$ cat src/hdl/scfp_pkg.sv
`default_nettype none

package scfp_pkg;

    localparam int unsigned BYTE_W = 8;
    localparam int unsigned SUM_W  = 16;
    localparam int unsigned DATA_W = 32;
    localparam int unsigned ADDR_W = 3;

    localparam logic [BYTE_W-1:0] START_MARKER_RESET = 8'd58;
    localparam logic [BYTE_W-1:0] END_MARKER_RESET   = 8'd13;

    // Register index, taken from paddr bit 2 (registers sit at 4-byte spacing).
    localparam logic REG_START_MARKER = 1'b0;
    localparam logic REG_END_MARKER   = 1'b1;

    localparam logic KIND_PAYLOAD = 1'b0;
    localparam logic KIND_STATUS  = 1'b1;

    typedef struct packed {
        logic              kind;
        logic [BYTE_W-1:0] payload_byte;
        logic [BYTE_W-1:0] payload_index;
        logic [BYTE_W-1:0] slave_id;
        logic [BYTE_W-1:0] command_code;
        logic [BYTE_W-1:0] payload_length;
        logic              checksum_good;
    } t_result;

endpackage

`default_nettype wire

$ cat src/hdl/scfp_core.sv
`default_nettype none

module scfp_core (
    input  wire logic                       i_clk,
    input  wire logic                       i_rst_n,
    input  wire logic                       i_accept,
    input  wire logic [scfp_pkg::BYTE_W-1:0] i_byte,
    input  wire logic [scfp_pkg::BYTE_W-1:0] i_start_marker,
    input  wire logic [scfp_pkg::BYTE_W-1:0] i_end_marker,
    output logic                            o_res_valid,
    output scfp_pkg::t_result               o_res
);

    typedef enum logic [2:0] {
        PH_HUNT,
        PH_SLAVE,
        PH_CMD,
        PH_LEN,
        PH_PAYLOAD,
        PH_SUM_HI,
        PH_SUM_LO,
        PH_TRAIL
    } t_phase;

    t_phase                        r_phase, n_phase;
    logic [scfp_pkg::BYTE_W-1:0]   r_slave, n_slave;
    logic [scfp_pkg::BYTE_W-1:0]   r_command, n_command;
    logic [scfp_pkg::BYTE_W-1:0]   r_length, n_length;
    logic [scfp_pkg::BYTE_W-1:0]   r_count, n_count;
    logic [scfp_pkg::SUM_W-1:0]    r_sum, n_sum;
    logic [scfp_pkg::SUM_W-1:0]    r_rx_sum, n_rx_sum;
    logic [scfp_pkg::SUM_W-1:0]    byte_ext;
    logic [scfp_pkg::SUM_W-1:0]    total;
    logic [scfp_pkg::BYTE_W-1:0]   count_inc;

    assign byte_ext  = {{(scfp_pkg::SUM_W-scfp_pkg::BYTE_W){1'b0}}, i_byte};
    assign total     = r_sum + {{(scfp_pkg::SUM_W-scfp_pkg::BYTE_W){1'b0}}, i_end_marker};
    assign count_inc = r_count + 8'd1;

    always_comb begin
        n_phase   = r_phase;
        n_slave   = r_slave;
        n_command = r_command;
        n_length  = r_length;
        n_count   = r_count;
        n_sum     = r_sum;
        n_rx_sum  = r_rx_sum;

        o_res_valid          = 1'b0;
        o_res.kind           = scfp_pkg::KIND_PAYLOAD;
        o_res.payload_byte   = '0;
        o_res.payload_index  = '0;
        o_res.slave_id       = r_slave;
        o_res.command_code   = r_command;
        o_res.payload_length = r_length;
        o_res.checksum_good  = 1'b0;

        case (r_phase)
            PH_HUNT: begin
                if (i_byte == i_start_marker) begin
                    n_sum    = byte_ext;
                    n_count  = '0;
                    n_rx_sum = '0;
                    n_phase  = PH_SLAVE;
                end
            end
            PH_SLAVE: begin
                n_slave = i_byte;
                n_sum   = r_sum + byte_ext;
                n_phase = PH_CMD;
            end
            PH_CMD: begin
                n_command = i_byte;
                n_sum     = r_sum + byte_ext;
                n_phase   = PH_LEN;
            end
            PH_LEN: begin
                n_length = i_byte;
                n_sum    = r_sum + byte_ext;
                n_count  = '0;
                n_phase  = (i_byte == '0) ? PH_SUM_HI : PH_PAYLOAD;
            end
            PH_PAYLOAD: begin
                n_sum               = r_sum + byte_ext;
                o_res_valid         = 1'b1;
                o_res.payload_byte  = i_byte;
                o_res.payload_index = r_count;
                n_count             = count_inc;
                if (count_inc == r_length) begin
                    n_phase = PH_SUM_HI;
                end
            end
            PH_SUM_HI: begin
                n_rx_sum = {i_byte, {scfp_pkg::BYTE_W{1'b0}}};
                n_phase  = PH_SUM_LO;
            end
            PH_SUM_LO: begin
                n_rx_sum = {r_rx_sum[scfp_pkg::SUM_W-1:scfp_pkg::BYTE_W], i_byte};
                n_phase  = PH_TRAIL;
            end
            PH_TRAIL: begin
                // The trailing byte itself is not checked; only its arrival matters.
                o_res_valid         = 1'b1;
                o_res.kind          = scfp_pkg::KIND_STATUS;
                o_res.checksum_good = (total == r_rx_sum);
                n_phase             = PH_HUNT;
            end
            default: begin
                n_phase = PH_HUNT;
            end
        endcase
    end

    always_ff @(posedge i_clk) begin
        if (!i_rst_n) begin
            r_phase   <= PH_HUNT;
            r_slave   <= '0;
            r_command <= '0;
            r_length  <= '0;
            r_count   <= '0;
            r_sum     <= '0;
            r_rx_sum  <= '0;
        end else if (i_accept) begin
            r_phase   <= n_phase;
            r_slave   <= n_slave;
            r_command <= n_command;
            r_length  <= n_length;
            r_count   <= n_count;
            r_sum     <= n_sum;
            r_rx_sum  <= n_rx_sum;
        end
    end

endmodule

`default_nettype wire

$ cat src/hdl/sum_checked_frame_parser.sv
// Channel   Direction  Handshake                 Payload
// rx        in         i_rx_valid / o_rx_stall   i_rx_byte
// result    out        o_res_valid / i_res_stall o_kind .. o_checksum_good
// config    in         psel/penable/pwrite       paddr, pwdata, prdata, pready
//
// One received byte is taken every cycle while o_rx_stall is low; a byte's
// result is registered at the edge that takes it, in the output register or,
// if that is full, in the one-entry skid register, which lets the next byte in
// while a result waits; o_rx_stall rises only once both hold a result. Reset is
// synchronous and active low; it puts the parser in hunt, markers at 58 and 13.
`default_nettype none

module sum_checked_frame_parser (
    input  wire logic                        i_clk,
    input  wire logic                        i_rst_n,

    input  wire logic                        i_rx_valid,
    output logic                             o_rx_stall,
    input  wire logic [scfp_pkg::BYTE_W-1:0] i_rx_byte,

    output logic                             o_res_valid,
    input  wire logic                        i_res_stall,
    output logic                             o_kind,
    output logic [scfp_pkg::BYTE_W-1:0]      o_payload_byte,
    output logic [scfp_pkg::BYTE_W-1:0]      o_payload_index,
    output logic [scfp_pkg::BYTE_W-1:0]      o_slave_id,
    output logic [scfp_pkg::BYTE_W-1:0]      o_command_code,
    output logic [scfp_pkg::BYTE_W-1:0]      o_payload_length,
    output logic                             o_checksum_good,

    input  wire logic                        psel,
    input  wire logic                        penable,
    input  wire logic                        pwrite,
    input  wire logic [scfp_pkg::ADDR_W-1:0] paddr,
    input  wire logic [scfp_pkg::DATA_W-1:0] pwdata,
    output logic [scfp_pkg::DATA_W-1:0]      prdata,
    output logic                             pready
);

    logic [scfp_pkg::BYTE_W-1:0] r_start_marker;
    logic [scfp_pkg::BYTE_W-1:0] r_end_marker;
    logic                        cfg_write;
    logic                        reg_sel;

    logic                        rx_accept;
    logic                        core_valid;
    scfp_pkg::t_result           core_res;
    logic                        produce;
    logic                        out_take;

    logic                        r_out_valid, n_out_valid;
    scfp_pkg::t_result           r_out, n_out;
    logic                        r_skid_valid, n_skid_valid;
    scfp_pkg::t_result           r_skid, n_skid;

    assign pready    = 1'b1;
    assign reg_sel   = paddr[2];
    assign cfg_write = psel && penable && pwrite && pready;

    always_comb begin
        prdata = '0;
        case (reg_sel)
            scfp_pkg::REG_START_MARKER: prdata[scfp_pkg::BYTE_W-1:0] = r_start_marker;
            scfp_pkg::REG_END_MARKER:   prdata[scfp_pkg::BYTE_W-1:0] = r_end_marker;
            default:                    prdata = '0;
        endcase
    end

    always_ff @(posedge i_clk) begin
        if (!i_rst_n) begin
            r_start_marker <= scfp_pkg::START_MARKER_RESET;
            r_end_marker   <= scfp_pkg::END_MARKER_RESET;
        end else if (cfg_write) begin
            if (reg_sel == scfp_pkg::REG_START_MARKER) begin
                r_start_marker <= pwdata[scfp_pkg::BYTE_W-1:0];
            end else begin
                r_end_marker <= pwdata[scfp_pkg::BYTE_W-1:0];
            end
        end
    end

    assign o_rx_stall = r_skid_valid;
    assign rx_accept  = i_rx_valid && !r_skid_valid;

    scfp_core u_core (
        .i_clk          (i_clk),
        .i_rst_n        (i_rst_n),
        .i_accept       (rx_accept),
        .i_byte         (i_rx_byte),
        .i_start_marker (r_start_marker),
        .i_end_marker   (r_end_marker),
        .o_res_valid    (core_valid),
        .o_res          (core_res)
    );

    assign produce  = rx_accept && core_valid;
    assign out_take = r_out_valid && !i_res_stall;

    always_comb begin
        n_out_valid  = r_out_valid;
        n_out        = r_out;
        n_skid_valid = r_skid_valid;
        n_skid       = r_skid;

        if (out_take) begin
            n_out_valid = 1'b0;
        end
        if (r_skid_valid && !n_out_valid) begin
            n_out        = r_skid;
            n_out_valid  = 1'b1;
            n_skid_valid = 1'b0;
        end
        // A new result only arrives while the skid register is empty.
        if (produce) begin
            if (!n_out_valid) begin
                n_out       = core_res;
                n_out_valid = 1'b1;
            end else begin
                n_skid       = core_res;
                n_skid_valid = 1'b1;
            end
        end
    end

    always_ff @(posedge i_clk) begin
        if (!i_rst_n) begin
            r_out_valid  <= 1'b0;
            r_skid_valid <= 1'b0;
        end else begin
            r_out_valid  <= n_out_valid;
            r_skid_valid <= n_skid_valid;
        end
        r_out  <= n_out;
        r_skid <= n_skid;
    end

    assign o_res_valid      = r_out_valid;
    assign o_kind           = r_out.kind;
    assign o_payload_byte   = r_out.payload_byte;
    assign o_payload_index  = r_out.payload_index;
    assign o_slave_id       = r_out.slave_id;
    assign o_command_code   = r_out.command_code;
    assign o_payload_length = r_out.payload_length;
    assign o_checksum_good  = r_out.checksum_good;

`ifndef SYNTHESIS
    a_skid_behind_out: assert property (@(posedge i_clk) disable iff (!i_rst_n)
        r_skid_valid |-> r_out_valid)
        else $error("skid register holds a transaction while the output is empty");

    a_take_drains_skid: assert property (@(posedge i_clk) disable iff (!i_rst_n)
        (r_out_valid && !i_res_stall) |=> !r_skid_valid)
        else $error("skid register still full after the output was taken");

    a_status_fields: assert property (@(posedge i_clk) disable iff (!i_rst_n)
        (r_out_valid && r_out.kind == scfp_pkg::KIND_STATUS)
            |-> (r_out.payload_byte == '0 && r_out.payload_index == '0))
        else $error("status transaction carries payload data");

    a_payload_no_good: assert property (@(posedge i_clk) disable iff (!i_rst_n)
        (r_out_valid && r_out.kind == scfp_pkg::KIND_PAYLOAD)
            |-> !r_out.checksum_good)
        else $error("payload transaction flags a good checksum");
`endif

endmodule

`default_nettype wire

$ cat config.mk
export PLATFORM = sky130hd
export DESIGN_NAME = sum_checked_frame_parser
export DESIGN_NICKNAME = d
export VERILOG_FILES = /design/src/hdl/scfp_pkg.sv /design/src/hdl/scfp_core.sv /design/src/hdl/sum_checked_frame_parser.sv
export SDC_FILE = /design/constraint.sdc
export NUM_CORES = 1
export LEC_CHECK = 0
export ABC_AREA = 0
export BUFFER_PORTS_ARGS = -buffer_cell sky130_fd_sc_hd__buf_2
export CAP_MARGIN = 20
export CORE_MARGIN = 4
export CORE_UTILIZATION = 35
export DETAILED_ROUTE_END_ITERATION = 8
export PLACE_DENSITY_LB_ADDON = 0.2
export SYNTH_ARGS = -nofsm -noshare
export SYNTH_HDL_FRONTEND = slang
export SYNTH_HIERARCHICAL = 1
export SYNTH_SLANG_ARGS = --single-unit
$ cat constraint.sdc
create_clock -name i_clk -period 3.3 [get_ports i_clk]
set_clock_uncertainty 0.05 [all_clocks]
set_input_delay 0.165 -clock i_clk [delete_from_list [all_inputs] [get_ports i_clk]]
set_output_delay 0.165 -clock i_clk [all_outputs]
set_load 0.005 [all_outputs]
* After elaboration in Yosys (flattened, before gate mapping)
Cells that the tools add are included.
** Word-level totals
- Input bits :: 50
- Output and inout port bits :: 77
- Logic and storage cells :: 95
- Bits in registers :: 169
** Cells by class
- Reduce and logical (&&, ||, !) cells :: 28
- Bitwise logic cells :: 2
- Equality and inequality tests :: 12
- Muxes and demuxes :: 24
- Add/subtract/negate cells :: 3
** Operator list (number)
- 42-bit two-way mux :: 3
- 16-bit two-way mux :: 3
- 16-bit one-hot mux with 3 select lines :: 1
- 16-bit by 8-bit adder with 16-bit output :: 2
- 16-bit one-hot mux with 2 select lines :: 1
- 3-bit one-hot mux with 8 select lines :: 1
- 8-bit one-hot mux with 3 select lines :: 1
- 16-bit == test :: 1
- 8-bit == test :: 2
- 8-bit one-hot mux with 2 select lines :: 1
- 3-bit == test (second input constant) :: 4
- 2-bit AND reduction :: 6
- 3-bit AND reduction :: 4
- 1-bit two-way mux :: 10
- 8-bit by 1-bit adder with 8-bit output (second input constant) :: 1
- 8-bit zero test :: 1
- 8-bit two-way mux :: 1
- 3-bit by 2-bit == test with 1-bit output (second input constant) :: 2
- 1-bit logical AND :: 6
- 3-bit two-way mux :: 2
- 3-bit nonzero test :: 2
- 2-bit by 1-bit != test with 1-bit output (second input constant) :: 2
- 4-bit AND reduction :: 1
- 2-bit nonzero test :: 2
- 6 further kinds :: 9

* Longest topological paths before layout
- Word-level depth :: 8
- Gate-level depth with buffers :: 9
- Depth with buffers taken out :: 9

* Cells and area by module
The synthesis kept the hierarchy.
** Modules (own cells, without submodules)
- scfp_core :: sequential area each 1341.3 µm², area each 4347.9 µm², times used 1, cells an instance 562
- sum_checked_frame_parser :: sequential area each 2462.4 µm², area each 4007.6 µm², times used 1, cells an instance 292

* Worst setup path after synthesis
No wires, ideal clock.
- Path type :: reg-to-reg
- Start :: reg u_core.r_phase[0]
- End :: reg r_skid[0] (netlist bit), enable pin
- Setup time :: 404 ps
- Arrival time :: 2196 ps
- Cell stages (with the launch flop) :: 7
- Period minus slack after synthesis :: 2650 ps
- Setup slack :: 650 ps
- Path buffers :: 1
- Required time :: 2846 ps
- Cells stage by stage :: dfxtp_1 inv_1 ha_1 nand2_1 clkbuf_1 nand2b_1 and3_1
** Between the ends
- Word-level cells in the longest chain between the ends :: 5
- Elaborated cells between the ends (all ways) :: 6
- Classes of those cells :: 2 x eq/ne; 1 x mux; 3 x reduce/logical
** Ends and longest elaborated chain
- start, declared :: RTL line scfp_core.sv:25 : t_phase r_phase, n_phase;
- start signal, assigned :: RTL line scfp_core.sv:124 : r_phase <= n_phase;
- 3-bit == test :: RTL line scfp_core.sv:58 : case (r_phase)
- 2-bit OR reduction (no line) (*)
- 1-bit two-way mux (*) :: RTL line scfp_core.sv:58
- via core_valid :: RTL line sum_checked_frame_parser.sv:46 : logic core_valid;
- 1-bit logical AND (*) :: RTL line sum_checked_frame_parser.sv:96 : assign produce = rx_accept && core_valid;
- 2-bit AND reduction (no line) (*)
- end signal, assigned :: RTL line sum_checked_frame_parser.sv:134 : r_skid <= n_skid;
- end, declared :: RTL line sum_checked_frame_parser.sv:54 : scfp_pkg::t_result r_skid, n_skid;
Mark *: on every way through the listed nets, which the timed path passes. The rest lies on a longest branch.
A chain may end at the register's enable or synchronous reset.

==> out/metrics.yaml <==
outcome:
  outcome: "finished clean"
sta:
  finalCritPeriodShare: 0.8614
  hold_viol_final: 0
  worst_slew_pin_slew_ps: 668.2
  period_needed_ps: 2843
  setup_viol: 0
  fin_setup_tns_ps: 0
  drv_slew: 0
  clock.fmax_mhz: 351.8
  rsz0062_at_grt: "no"
  slew_headroom: 0.5526
power:
  finalPower_w: 0.004426
  irDropWorstVdd_v: 0.0003052
  p_leak_nw: 3.691
  powerDensity_nw_per_um2: 466.2
logic_synthesis:
  yosysTopAreaCell: "dfxtp_1"
  synth-main-ff-cell: "dfxtp_1"
  synth_enable_flop_cells: 42
  synthTopCellsByArea: "dfxtp_1 30%, edfxtp_1 15%, o221a_2 4.9%"
  ys_seq_elements: 169
  syn_avg_cell_area_um2: 9.784
  synthArstFlopShare: 0
  synth_commonest_cells: "127 x dfxtp_1, 77 x nand2_1, 66 x a21oi_1"
  synth_cell_types: 69
  netlist_area_um2: 8356
  synth_cells: 854
  synthMostInstantiatedCell: "dfxtp_1"
  synth-seq-area-share: 0.4552
  synth.top_cell.area_share: 0.3043
  ys.warnings.count: 6
cts:
  clock_sinks: 169
  clock_latency_ps: 430
  htreeDepth: 4
  root_buffer: "clkbuf_16"
  cts_tree: "built"
  cts_buffers: 17
  cts_resized: 0
  clkTransAtPathRegs_ps: 70
  clk_path_buf_depth: 2
drt:
  wl_met3_um: 797
  initialDrtViolationCount: 427
  antenna_left: 0
  routed_wl_um: 21040
  wl_per_cell_um: 16.84
  top_layer: "met4"
  dr.pass1.iters: 5
  num_vias: 6343
  wl_met1_um: 10100
  wl_met2_um: 9809
  drc: 0
  avgViaCountPerCell: 5.078
hold_path:
  worst_hold_path_type: "input port to flip-flop"
worst_setup_path:
  end_kind: "flip-flop"
  start_kind: "flip-flop"
  required_ps: 3620
  path_class: "flip-flop to flip-flop"
  critPathMaxFanout: 3
  cp_data_arrival_time_ps: 3160
global_routing:
  grt_pass1_wl_um: 34110
  grt-ovfl-total: 0
  grt_max_degree: 54
  grt_pass1_vias: 6159
  antenna_found_initial: 0
  grtUsageTotal: 0.1623
floorplanning:
  die_h_um: 162.5
  die_area_um2: 26410
  io_pins: 127
  design.core.area_um2: 23470
  die_w_um: 162.5
  fp-row-count: 56
  initial_utilization: 0.3560
final_layout:
  antennaDiodeCount: 0
  nNetsFinal: 990
  area_growth_pct: 13.64
  final_layout_size_suffix_gt1_frac: 0.1946
placement:
  gp_congestion: 0.8385
  place_hpwl_um: 14510
  portBuffers: 75
run:
  maxCapViolCount: 0
-- per-layer routing --
metal | GRT usage | up-vias
met5 | 0 | -
li1 | - | 3173
met2 | 0.2594 | 145
met1 | 0.2225 | 3001
met3 | 0.03189 | 24
met4 | 0.05037 | 0
-- layout make-up --
cell class,count,area (um^2)
timing repair buffer,97,573.1
tap,319,399.1
clock buffer,18,439.2
fill,2318,13980
multi-input combinational,613,4078
clock inverter,14,131.4
sequential,169,3804
inverter,19,71.32
-- report_power, final --
group	switching, W	total, W	internal (W)
combinational	0.000149	0.000287	0.000137
clock	0.000924	0.00195	0.00102
sequential	0.0000302	0.00219	0.00216
total	0.00110	0.00443	0.00332
-- critical path, cell delays in order (launching register included) --
cell and delay, ps:
dfxtp_1 330, ha_1 240, fa_1 430, a211oi_1 350, nor2_1 130, o221ai_1 240, xnor2_1 150, o21ai_0 100
nor4_1 510, o221a_1 270
-- path summary, 6_finish.rpt --
check                                                       from                          endpoint  slack [ps]  cells past startpoint
worst max register to register      r_end_marker[0]$_SDFFE_PN1P_           o_checksum_good$_DFF_P_         460                      9
worst min-delay path                                i_rx_byte[6]  u_core/r_command[6]$_SDFFE_PN0P_          70                      3
worst max-delay path                r_end_marker[0]$_SDFFE_PN1P_           o_checksum_good$_DFF_P_         460                      9
worst min register to register  u_core/r_command[3]$_SDFFE_PN0P_              r_skid[12]$_DFFE_PP_         420                      0
-- stage by stage --
step	std cells	setup WS [ps]	hold slack, ps	util	instance area [um^2]
global route	1249	333.9	70.61	0.4045	9495
floorplan	877	650.3	240.1	-	8442
global placement	1209	554.2	343.9	0.3768	8845
detailed placement	1209	475.6	349.0	0.3768	8845
finish	1249	457.3	67.36	0.4045	9495
CTS	1249	451.3	39.49	0.4045	9495
-- cells by family after synthesis --
kind of cell,after synthesis,synth area share
and+or+nand+nor,299,0.1911
AOI/OAI and AO/OA,196,0.1718
DFF,169,0.4552
buffers and inverters,95,0.06724
xor gates and xnor gates,50,0.05241
adders and majority gates,23,0.03624
muxes,20,0.02516
other,2,0.0008988
-- repair_timing --
| item | CTS | global route |
|---|---|---|
| hold buffers | 8 | 0 |
| setup buffers | 0 | 0 |
| hold endpoints to repair | 16 | 0 |
-- cells in the final DEF (no fill, tap or decap), drive strengths merged, types with 21 or more instances in the layout --
cell type,Yosys,layout
dfxtp,127,127
buf,50,89
nand2,77,77
a21oi,67,67
nand2b,47,47
nor2,47,47
nand3,44,44
o221a,43,43
edfxtp,42,42
o21ai,34,34
xnor2,30,30
inv,17,26
conb,2,25
ha,21,21
-- sequential cells by signal, indices dropped and copies added, names as in the netlist --
signal,flops
o_checksum_good,1
u_core/r_sum,16
u_core/r_count,8
o_payload_length,8
o_payload_byte,8
r_start_marker,8
r_skid,42
r_end_marker,8
o_slave_id,8
u_core/r_command,8
o_res_valid,1
u_core/r_length,8
u_core/r_rx_sum,16
o_payload_index,8
o_rx_stall,1
u_core/r_phase,3
o_kind,1
u_core/r_slave,8
o_command_code,8
No activity file was read; power rests on OpenSTA's default activity.
